`src/hdl/cms_pkg.sv`:
```
// ----------------------------------------------------------------------------
// cms_pkg: CAN message segmenter shared definitions
// Transaction types, frame layout constants and length limits.
// ----------------------------------------------------------------------------
`default_nettype none

package cms_pkg;

    localparam int unsigned CHUNK_BYTES = 7;
    localparam int unsigned MAX_FRAMES  = 128;

    localparam logic [9:0] LEN_LIMIT  = 10'(CHUNK_BYTES * MAX_FRAMES);
    localparam logic [9:0] SINGLE_MAX = 10'd8;
    localparam logic [3:0] CHUNK_FILL = 4'(CHUNK_BYTES);

    localparam logic STATUS_OK      = 1'b0;
    localparam logic STATUS_BAD_LEN = 1'b1;

    typedef struct packed {
        logic [10:0] frame_id;
        logic [9:0]  msg_length;
        logic [7:0]  data_byte;
    } msg_t;

    typedef struct packed {
        logic [10:0] out_id;
        logic [3:0]  dlc;
        logic [7:0]  byte0;
        logic [7:0]  byte1;
        logic [7:0]  byte2;
        logic [7:0]  byte3;
        logic [7:0]  byte4;
        logic [7:0]  byte5;
        logic [7:0]  byte6;
        logic [7:0]  byte7;
        logic        status;
        logic        message_done;
    } frame_t;

endpackage

`default_nettype wire

```
`src/hdl/can_message_segmenter_top.sv`:
```
// The frame for an accepted final-byte (or bad-length) transaction is registered
// into the frame output register, or into the skid register if the output stalls.
// Throughput: one byte per cycle while msg_ready is high; the frame output register
// plus one skid register keep msg_ready high while a single frame waits downstream.
// Reset (rst_n low, asynchronous) clears message state and the valid flags of both output stages.
// ----------------------------------------------------------------------------
// can_message_segmenter_top: CAN message segmenter
// Packs a byte stream into CAN data frames, single-frame or with a
// sequence header per frame; flags invalid message lengths.
// ----------------------------------------------------------------------------
`default_nettype none

module can_message_segmenter_top (
    input  wire logic            clk,
    input  wire logic            rst_n,
    input  wire logic            msg_valid,
    output logic                 msg_ready,
    input  wire cms_pkg::msg_t   msg,
    output logic                 frame_valid,
    input  wire logic            frame_ready,
    output cms_pkg::frame_t      frame
);
    import cms_pkg::*;

    logic             in_message_reg, in_message_next;
    logic [10:0]      held_id_reg, held_id_next;
    logic [9:0]       held_length_reg, held_length_next;
    logic [9:0]       bytes_taken_reg, bytes_taken_next;
    logic [7:0][7:0]  frame_buf_reg, frame_buf_next;
    logic [3:0]       fill_count_reg, fill_count_next;
    logic [6:0]       seq_num_reg, seq_num_next;

    logic             out_valid_reg, out_valid_next;
    frame_t           out_data_reg, out_data_next;
    logic             skid_valid_reg, skid_valid_next;
    frame_t           skid_data_reg, skid_data_next;

    logic             accept;
    logic             res_valid;
    frame_t           res_data;

    logic             start;
    logic [10:0]      cur_id;
    logic [9:0]       cur_len;
    logic [9:0]       cur_taken;
    logic [3:0]       cur_fill;
    logic [6:0]       cur_seq;
    logic [7:0][7:0]  cur_buf;
    logic [7:0][7:0]  new_buf;
    logic             multi;
    logic [2:0]       pos;
    logic [3:0]       fill_inc;
    logic [9:0]       taken_inc;
    logic             last;
    logic             bad_len;

    assign msg_ready = !skid_valid_reg;
    assign accept    = msg_valid && msg_ready;

    always_comb
    begin
        start     = !in_message_reg;
        bad_len   = start && (msg.msg_length == 10'd0 || msg.msg_length > LEN_LIMIT);
        cur_id    = start ? msg.frame_id   : held_id_reg;
        cur_len   = start ? msg.msg_length : held_length_reg;
        cur_taken = start ? 10'd0 : bytes_taken_reg;
        cur_fill  = start ? 4'd0  : fill_count_reg;
        cur_seq   = start ? 7'd0  : seq_num_reg;
        cur_buf   = start ? '0    : frame_buf_reg;

        multi     = cur_len > SINGLE_MAX;
        pos       = multi ? 3'(cur_fill + 4'd1) : cur_fill[2:0];
        new_buf   = cur_buf;
        new_buf[pos] = cur_buf[pos] | msg.data_byte;
        fill_inc  = cur_fill + 4'd1;
        taken_inc = cur_taken + 10'd1;
        last      = taken_inc >= cur_len;

        in_message_next  = in_message_reg;
        held_id_next     = held_id_reg;
        held_length_next = held_length_reg;
        bytes_taken_next = bytes_taken_reg;
        frame_buf_next   = frame_buf_reg;
        fill_count_next  = fill_count_reg;
        seq_num_next     = seq_num_reg;

        res_valid = 1'b0;
        res_data  = '0;

        if (accept)
        begin
            if (bad_len)
            begin
                res_valid             = 1'b1;
                res_data.out_id       = msg.frame_id;
                res_data.status       = STATUS_BAD_LEN;
                res_data.message_done = 1'b1;
            end
            else
            begin
                in_message_next  = 1'b1;
                held_id_next     = cur_id;
                held_length_next = cur_len;
                bytes_taken_next = taken_inc;
                frame_buf_next   = new_buf;
                fill_count_next  = fill_inc;
                seq_num_next     = cur_seq;

                if (!multi)
                begin
                    if (last)
                    begin
                        res_valid             = 1'b1;
                        res_data.out_id       = cur_id;
                        res_data.dlc          = cur_len[3:0];
                        res_data.byte0        = new_buf[0];
                        res_data.byte1        = new_buf[1];
                        res_data.byte2        = new_buf[2];
                        res_data.byte3        = new_buf[3];
                        res_data.byte4        = new_buf[4];
                        res_data.byte5        = new_buf[5];
                        res_data.byte6        = new_buf[6];
                        res_data.byte7        = new_buf[7];
                        res_data.status       = STATUS_OK;
                        res_data.message_done = 1'b1;
                        in_message_next       = 1'b0;
                        frame_buf_next        = '0;
                        fill_count_next       = 4'd0;
                    end
                end
                else if (fill_inc >= CHUNK_FILL || last)
                begin
                    res_valid             = 1'b1;
                    res_data.out_id       = cur_id;
                    res_data.dlc          = fill_inc + 4'd1;
                    res_data.byte0        = {last, cur_seq};
                    res_data.byte1        = new_buf[1];
                    res_data.byte2        = new_buf[2];
                    res_data.byte3        = new_buf[3];
                    res_data.byte4        = new_buf[4];
                    res_data.byte5        = new_buf[5];
                    res_data.byte6        = new_buf[6];
                    res_data.byte7        = new_buf[7];
                    res_data.status       = STATUS_OK;
                    res_data.message_done = last;
                    seq_num_next          = cur_seq + 7'd1;
                    fill_count_next       = 4'd0;
                    frame_buf_next        = '0;
                    if (last)
                    begin
                        in_message_next = 1'b0;
                    end
                end
            end
        end
    end

    // output stage plus skid entry
    always_comb
    begin
        out_valid_next  = out_valid_reg;
        out_data_next   = out_data_reg;
        skid_valid_next = skid_valid_reg;
        skid_data_next  = skid_data_reg;

        if (out_valid_reg && !frame_ready)
        begin
            if (res_valid)
            begin
                skid_valid_next = 1'b1;
                skid_data_next  = res_data;
            end
        end
        else if (skid_valid_reg)
        begin
            out_valid_next  = 1'b1;
            out_data_next   = skid_data_reg;
            skid_valid_next = res_valid;
            skid_data_next  = res_data;
        end
        else
        begin
            out_valid_next = res_valid;
            out_data_next  = res_data;
        end
    end

    always_ff @(posedge clk or negedge rst_n)
    begin
        if (!rst_n)
        begin
            in_message_reg  <= 1'b0;
            held_id_reg     <= '0;
            held_length_reg <= '0;
            bytes_taken_reg <= '0;
            frame_buf_reg   <= '0;
            fill_count_reg  <= '0;
            seq_num_reg     <= '0;
            out_valid_reg   <= 1'b0;
            skid_valid_reg  <= 1'b0;
        end
        else
        begin
            in_message_reg  <= in_message_next;
            held_id_reg     <= held_id_next;
            held_length_reg <= held_length_next;
            bytes_taken_reg <= bytes_taken_next;
            frame_buf_reg   <= frame_buf_next;
            fill_count_reg  <= fill_count_next;
            seq_num_reg     <= seq_num_next;
            out_valid_reg   <= out_valid_next;
            skid_valid_reg  <= skid_valid_next;
        end
    end

    always_ff @(posedge clk)
    begin
        out_data_reg  <= out_data_next;
        skid_data_reg <= skid_data_next;
    end

    assign frame_valid = out_valid_reg;
    assign frame       = out_data_reg;

`ifndef ASSERT_OFF
    a_skid_behind_out: assert property (@(posedge clk) disable iff (!rst_n)
        skid_valid_reg |-> out_valid_reg)
        else $error("skid entry holds a frame while the output stage is empty");

    a_error_shape: assert property (@(posedge clk) disable iff (!rst_n)
        (frame_valid && frame.status == STATUS_BAD_LEN) |->
            (frame.message_done && frame.dlc == 4'd0))
        else $error("length error transaction is malformed");

    a_fill_bound: assert property (@(posedge clk) disable iff (!rst_n)
        in_message_reg |-> (fill_count_reg < 4'd8))
        else $error("frame fill count overran the frame");

    a_taken_bound: assert property (@(posedge clk) disable iff (!rst_n)
        in_message_reg |-> (bytes_taken_reg < held_length_reg))
        else $error("message still open after its last byte");
`endif

endmodule

`default_nettype wire

```
`config.mk`:
```
export PLATFORM = sky130hd
export DESIGN_NAME = can_message_segmenter_top
export DESIGN_NICKNAME = d
export VERILOG_FILES = /design/src/hdl/cms_pkg.sv /design/src/hdl/can_message_segmenter_top.sv
export SDC_FILE = /design/constraint.sdc
export NUM_CORES = 1
export LEC_CHECK = 0
export BUFFER_PORTS_ARGS = -buffer_cell sky130_fd_sc_hd__buf_2
export CORE_UTILIZATION = 40
export CTS_BUF_LIST = sky130_fd_sc_hd__clkbuf_16
export DETAILED_ROUTE_END_ITERATION = 10
export PLACE_DENSITY = 0.57
export SYNTH_ARGS = -nofsm -noshare
export SYNTH_HDL_FRONTEND = slang
export SYNTH_SLANG_ARGS = --single-unit
```
`constraint.sdc`:
```
create_clock -name clk -period 6.1 [get_ports clk]
set_input_delay 1.22 -clock clk [delete_from_list [all_inputs] [get_ports clk]]
set_output_delay 1.22 -clock clk [all_outputs]
set_load 0.01 [all_outputs]
```
Word-level counts from Yosys, hierarchy flattened --
Cells that the tools add are included.
Storage, ports and cells: bits in registers 271, input bits 33, output and inout bits 83, word-level logic and storage cells 109
Operators by class: add/subtract/negate cells 4, magnitude comparators 6, equal/unequal tests 1, muxes and demuxes 43, bitwise logic cells 2, reductions and logical operators 13
Operator list (count):
- $mux W81 | 8
- $mux W64 | 4
- $mux W68 | 1
- $bwmux W64 | 1
- $bmux W8 S3 | 1
- $demux W8 S3 | 1
- $mux W11 | 2
- $mux W7 | 3
- $mux W10 | 2
- $mux W4 | 4
- $mux W8 | 2
- $mux W1 | 12
- $add A10 B1 Y10 const B | 1
- $ge A10 B10 Y1 | 1
- $gt A10 B10 Y1 const B | 1
- $gt A10 B4 Y1 const B | 1
- $logic_not A10 Y1 | 1
- $add A4 B1 Y4 const B | 2
- $or A8 B8 Y8 | 1
- $add A7 B1 Y7 const B | 1
- $ge A4 B3 Y1 const B | 1
- $logic_and A1 B1 Y1 | 4
- $lt A3 B4 Y1 const B | 1
- $reduce_and A2 Y1 | 2
- other kinds (8) | 11

Logic depth before layout (Yosys ltp) --
depth after elaboration 14, gate-level depth with buffers 23, mapped depth without buffers 14

Worst setup path before layout --
Ideal clock, no wire load.
kind register -> register, from reg in_message_reg, to reg skid_data_reg[0] (netlist name), enable pin, setup time 802 ps, arrival time 5542 ps, slack -245 ps, stages on the path, launching flop included 22, clock period less this slack 6345 ps, path through dfrtp_1 -> buf_4 -> buf_2 -> buf_2 -> buf_2 -> buf_2 -> clkbuf_1 -> clkbuf_1 -> and2_1 -> ha_1 -> nand3_1 -> or2_2 -> a21oi_1 -> ha_1 -> o21a_1 -> o21ai_0 -> a31oi_1 -> o32ai_1 -> clkbuf_1 -> nand3_1 -> nand3_1 -> nand2_1
On the way: longest elaborated chain between the ends 10
RTL lines:
- start, declared | RTL line can_message_segmenter_top.sv:25 | logic in_message_reg, in_message_next;
- start signal, assigned | RTL line can_message_segmenter_top.sv:204 | in_message_reg <= in_message_next;
- $mux W10 (*) | RTL line can_message_segmenter_top.sv:66 | cur_taken = start ? 10'd0 : bytes_taken_reg;
- $add A10 B1 Y10 (*) | RTL line can_message_segmenter_top.sv:76 | taken_inc = cur_taken + 10'd1;
- via taken_inc[4] | RTL line can_message_segmenter_top.sv:53 | logic [9:0] taken_inc;
- $ge A10 B10 Y1 (*) | RTL line can_message_segmenter_top.sv:77 | last = taken_inc >= cur_len;
- $logic_or A1 B1 Y1 | RTL line can_message_segmenter_top.sv:131 | else if (fill_inc >= CHUNK_FILL || last)
- $mux W1 | RTL line can_message_segmenter_top.sv:131
- $mux W1 (*) | RTL line can_message_segmenter_top.sv:109 | if (!multi)
- $mux W1 (*) | RTL line can_message_segmenter_top.sv:92 | if (bad_len)
- $mux W1 (*) | RTL line can_message_segmenter_top.sv:90 | if (accept)
- $ne A2 B2 Y1 (no line) (*)
- $reduce_and A2 Y1 (no line) (*)
- end signal, assigned | RTL line can_message_segmenter_top.sv:219 | skid_data_reg <= skid_data_next;
- end, declared | RTL line can_message_segmenter_top.sv:36 | frame_t skid_data_reg, skid_data_next;
Mark *: on every way through the listed nets, which the timed path passes. The rest lies on a longest branch. A chain may end at the register's enable or synchronous reset.

Worst setup path after layout --
from reg in_message_reg, to reg frame_buf_reg[14] (netlist name)
RTL lines:
- $mux W10 (*) | RTL line can_message_segmenter_top.sv:66
- $add A10 B1 Y10 (*) | RTL line can_message_segmenter_top.sv:76
- via taken_inc[4] | RTL line can_message_segmenter_top.sv:53
- $ge A10 B10 Y1 (*) | RTL line can_message_segmenter_top.sv:77
- $logic_or A1 B1 Y1 | RTL line can_message_segmenter_top.sv:131
- $mux W64 | RTL line can_message_segmenter_top.sv:131
- $mux W64 (*) | RTL line can_message_segmenter_top.sv:109
- end signal, assigned | RTL line can_message_segmenter_top.sv:208 | frame_buf_reg <= frame_buf_next;
- end, declared | RTL line can_message_segmenter_top.sv:29 | logic [7:0][7:0] frame_buf_reg, frame_buf_next;
Mark *: on every way through the listed nets, which the timed path passes. The rest lies on a longest branch. The select of a mux whose other input is x is not followed.

==> impl_metrics.toml <==
[global_routing]
globalRouteTotalUtil_pct = 21.8
grt_max_degree = 75
globalRouteOverflowTotal = 0
grt_pass1_vias = 9561
grt_first_pass_wirelength_um = 56500
antenna_found_initial = 0

[die]
io_pins = 116
start_util_pct = 41.1
fp.dieH_um = 183
dieArea_um2 = 33500
row_count = 65
coreArea_um2 = 31900
die_x_um = 183

[worst_setup_path]
critPathKind = "flop to flop"
ff2ff_setup_slack_ns = 1.51
path_delay_family = "compound AO/OA/AOI/OAI gates"
cpPeakStageDelay_ns = 0.85
critPathLaunchType = "flop"
critPathBufInv = 0
crit_fanout = 39
path_cells = "and2_1 > ha_1 > nand3_1 > or2_2 > a21oi_1 > ha_1 > o21a_1 > o21ai_0 > a31oi_1 > o32a_1 > a21oi_1 > nand3_1 > o21ai_0"
cp_data_arrival_time_ns = 5.05
critPathSlowestCell = "dfrtp_2"
critPathRequiredTime_ns = 6.57
critPathCaptureType = "flop"

[sta]
finalHoldViolCount = 0
max_freq_ghz = 0.218
fin_crit_sh_pct = 75.2
worst_slew_pin_slew_ns = 0.900
rsz0062_at_grt = "false"
slew_violations = 0
setup-tns-final_ns = 0
slew-limit-headroom_pct = 39.6
skew_ns = 0.0173
setup_viol = 0
post-route-min-period_ns = 4.59

[placed_design]
finalWeightedCongestion = 0.933
numPortBuffers = 115
placed_area_um2 = 14200
dp.cells = 1712
hpwl_um = 24600

[synthesis]
synth_edf_count = 162
synthXorXnorAreaFrac_pct = 0.468
ys.flop_type = "edfxtp_1"
syn_area_um2 = 13100
ys_types = 75
ys_seq_area_share_pct = 58.0
yosys_warnings = 0
synth-seq-cells = 271
synth-simple-area-share_pct = 13.7
syn_nets = 1240
synth-adder-area-share_pct = 1.43
synth_compound_area_share_pct = 19.6
synthArstFlopShare_pct = 40.2
synth_top_family_by_area = "compound AO/OA/AOI/OAI gates"
syn_avg_cell_area_um2 = 11.0
synthMuxAreaShare_pct = 3.58
synthCells = 1192

[power]
power.density_nw_per_um2 = 534
combPwrFrac_pct = 44.0
finalPower_mw = 8.07
internal_power_mw = 4.61
power.share.switching_pct = 42.8
p_leak_nw = 6.25
clockPowerShare_pct = 20.2
ir_drop_uv = 273
switchingPower_mw = 3.46
seqPwrFrac_pct = 35.8

[clocking]
cts_tree = "yes"
clock-sinks = 271
cts_made_buffers = 29
cts_max_path_buffers = 3
clock_latency_ns = 0.57
cts-root-buf = "clkbuf_16"
cts.clk_slew.worst_paths_ns = 0.07
postCtsSetupRepairBufs = 0
cts_resized = 0
htreeDepth = 1
hold_buffers = 0

[final_layout]
postLayoutCoreUtil_pct = 47.4
layout_common_cells = "nand2_1, edfxtp_1, buf_2"
final_common_cell = "nand2_1"
fin_area_um2 = 15100
diodes = 0
instances_no_fill = 1766
area_growth_pct = 15.4
nets = 1356
drive_gt1_share_pct = 20.0
fill_cells = 3018

[route]
vias = 9953
wl_per_cell_um = 20.5
drtAntennaViolNets = 0
drc_errors = 0
viasPerCell = 5.64
first_pass_iters = 5
drt_iter0_drc = 897
wirelength_um = 36200

[run_status]
status = "finished clean"

[hold_path]
hold_path.class = "flop to flop"

[flow_run]
maxCapViolCount = 0
==> layer usage <==
metal	routed length, um	vias up	share of wire, %	track usage (%)
met1	16800	4818	46	31.5
met3	2150	64	5.9	3.40
met4	937	0	2.6	6.50
met2	16400	336	45	33.9
met5	0	-	0	0
li1	-	4735	-	-
==> cell families (layout without fill, tap and decap cells) <==
group | after synthesis | in the layout
multiplexers | 42 | 42
AND/OR/NAND/NOR | 397 | 397
XOR/XNOR | 7 | 7
flip-flops | 271 | 271
adder cells (fa/ha/maj) | 15 | 15
AO/OA/AOI/OAI | 370 | 370
buffers and inverters | 90 | 229
==> metrics by stage <==
stage,worst slack [ns],hold slack [ns]
CTS,1.48,0.487
detailed placement,1.49,0.472
global route,1.17,0.511
finish,1.51,0.478
global placement,1.49,0.471
floorplan,0.560,0.446
==> path summary, 6_finish.rpt <==
check                                               start                             end  cells past startpoint
max reg2reg                    in_message_reg$_DFFE_PN0P_   frame_buf_reg[14]$_DFFE_PN0P_                     13
max in group asynchronous                           rst_n   frame_buf_reg[53]$_DFFE_PN0P_                      2
min                        bytes_taken_reg[9]$_DFFE_PN0P_  bytes_taken_reg[9]$_DFFE_PN0P_                      2
min reg2reg                bytes_taken_reg[9]$_DFFE_PN0P_  bytes_taken_reg[9]$_DFFE_PN0P_                      2
min in group asynchronous                           rst_n    frame_buf_reg[9]$_DFFE_PN0P_                      1
max                            in_message_reg$_DFFE_PN0P_   frame_buf_reg[14]$_DFFE_PN0P_                     13
==> area by class of cell <==
class	instances	area [um^2]	area share, %
inverters	17	63.8	0.422
repair buffers	158	913	6.04
clock buffers	29	726	4.80
clock inverters	25	143	0.944
flip-flops and latches	271	7590	50.3
multi-input cells	831	5130	33.9
well taps	435	544	3.60
==> cell usage after synthesis (4+ instances only) <==
library cell,number,area share (%)
a22oi_1,7,0.40
o21ai_1,71,2.7
inv_1,17,0.49
nand3_1,53,2.0
nor4_1,7,0.33
or3_1,9,0.43
edfxtp_1,162,37
xor2_1,5,0.33
a21oi_1,20,0.76
mux2i_1,12,0.92
buf_1,4,0.11
mux2_2,29,2.5
nand3b_1,5,0.29
nand2b_1,4,0.19
a221oi_1,7,0.47
o211ai_1,63,3.6
nand2_1,239,6.9
and2_1,15,0.72
ha_1,15,1.4
buf_2,26,0.99
o21ai_0,85,3.2
a221o_1,11,0.84
clkbuf_1,36,1.0
nor2_1,32,0.92
a21o_1,10,0.57
a211oi_1,7,0.40
buf_6,5,0.43
o2111ai_1,10,0.67
nor3_1,10,0.38
a211oi_2,8,0.76
o31ai_1,9,0.52
dfrtp_1,109,21
a31oi_1,13,0.62
o22ai_1,7,0.33
o221ai_2,6,0.69
and3_1,5,0.24
==> power groups by stage <==
stage	clock (mW)	combinational (mW)	sequential, mW
2_1_floorplan	0	2.31	2.86
6_report	1.63	3.55	2.89
5_1_grt	1.74	3.87	2.95
3_5_place_dp	0	3.52	2.92
3_3_place_gp	0	3.48	2.91
4_1_cts	1.66	3.53	2.89
==> tightest hold or removal path, stage by stage, from the launching register on <==
cell	delay, ns
dfrtp_1	0.34
nand2_1	0.05
nand2_1	0.06
(Power assumes the default switching activity.)
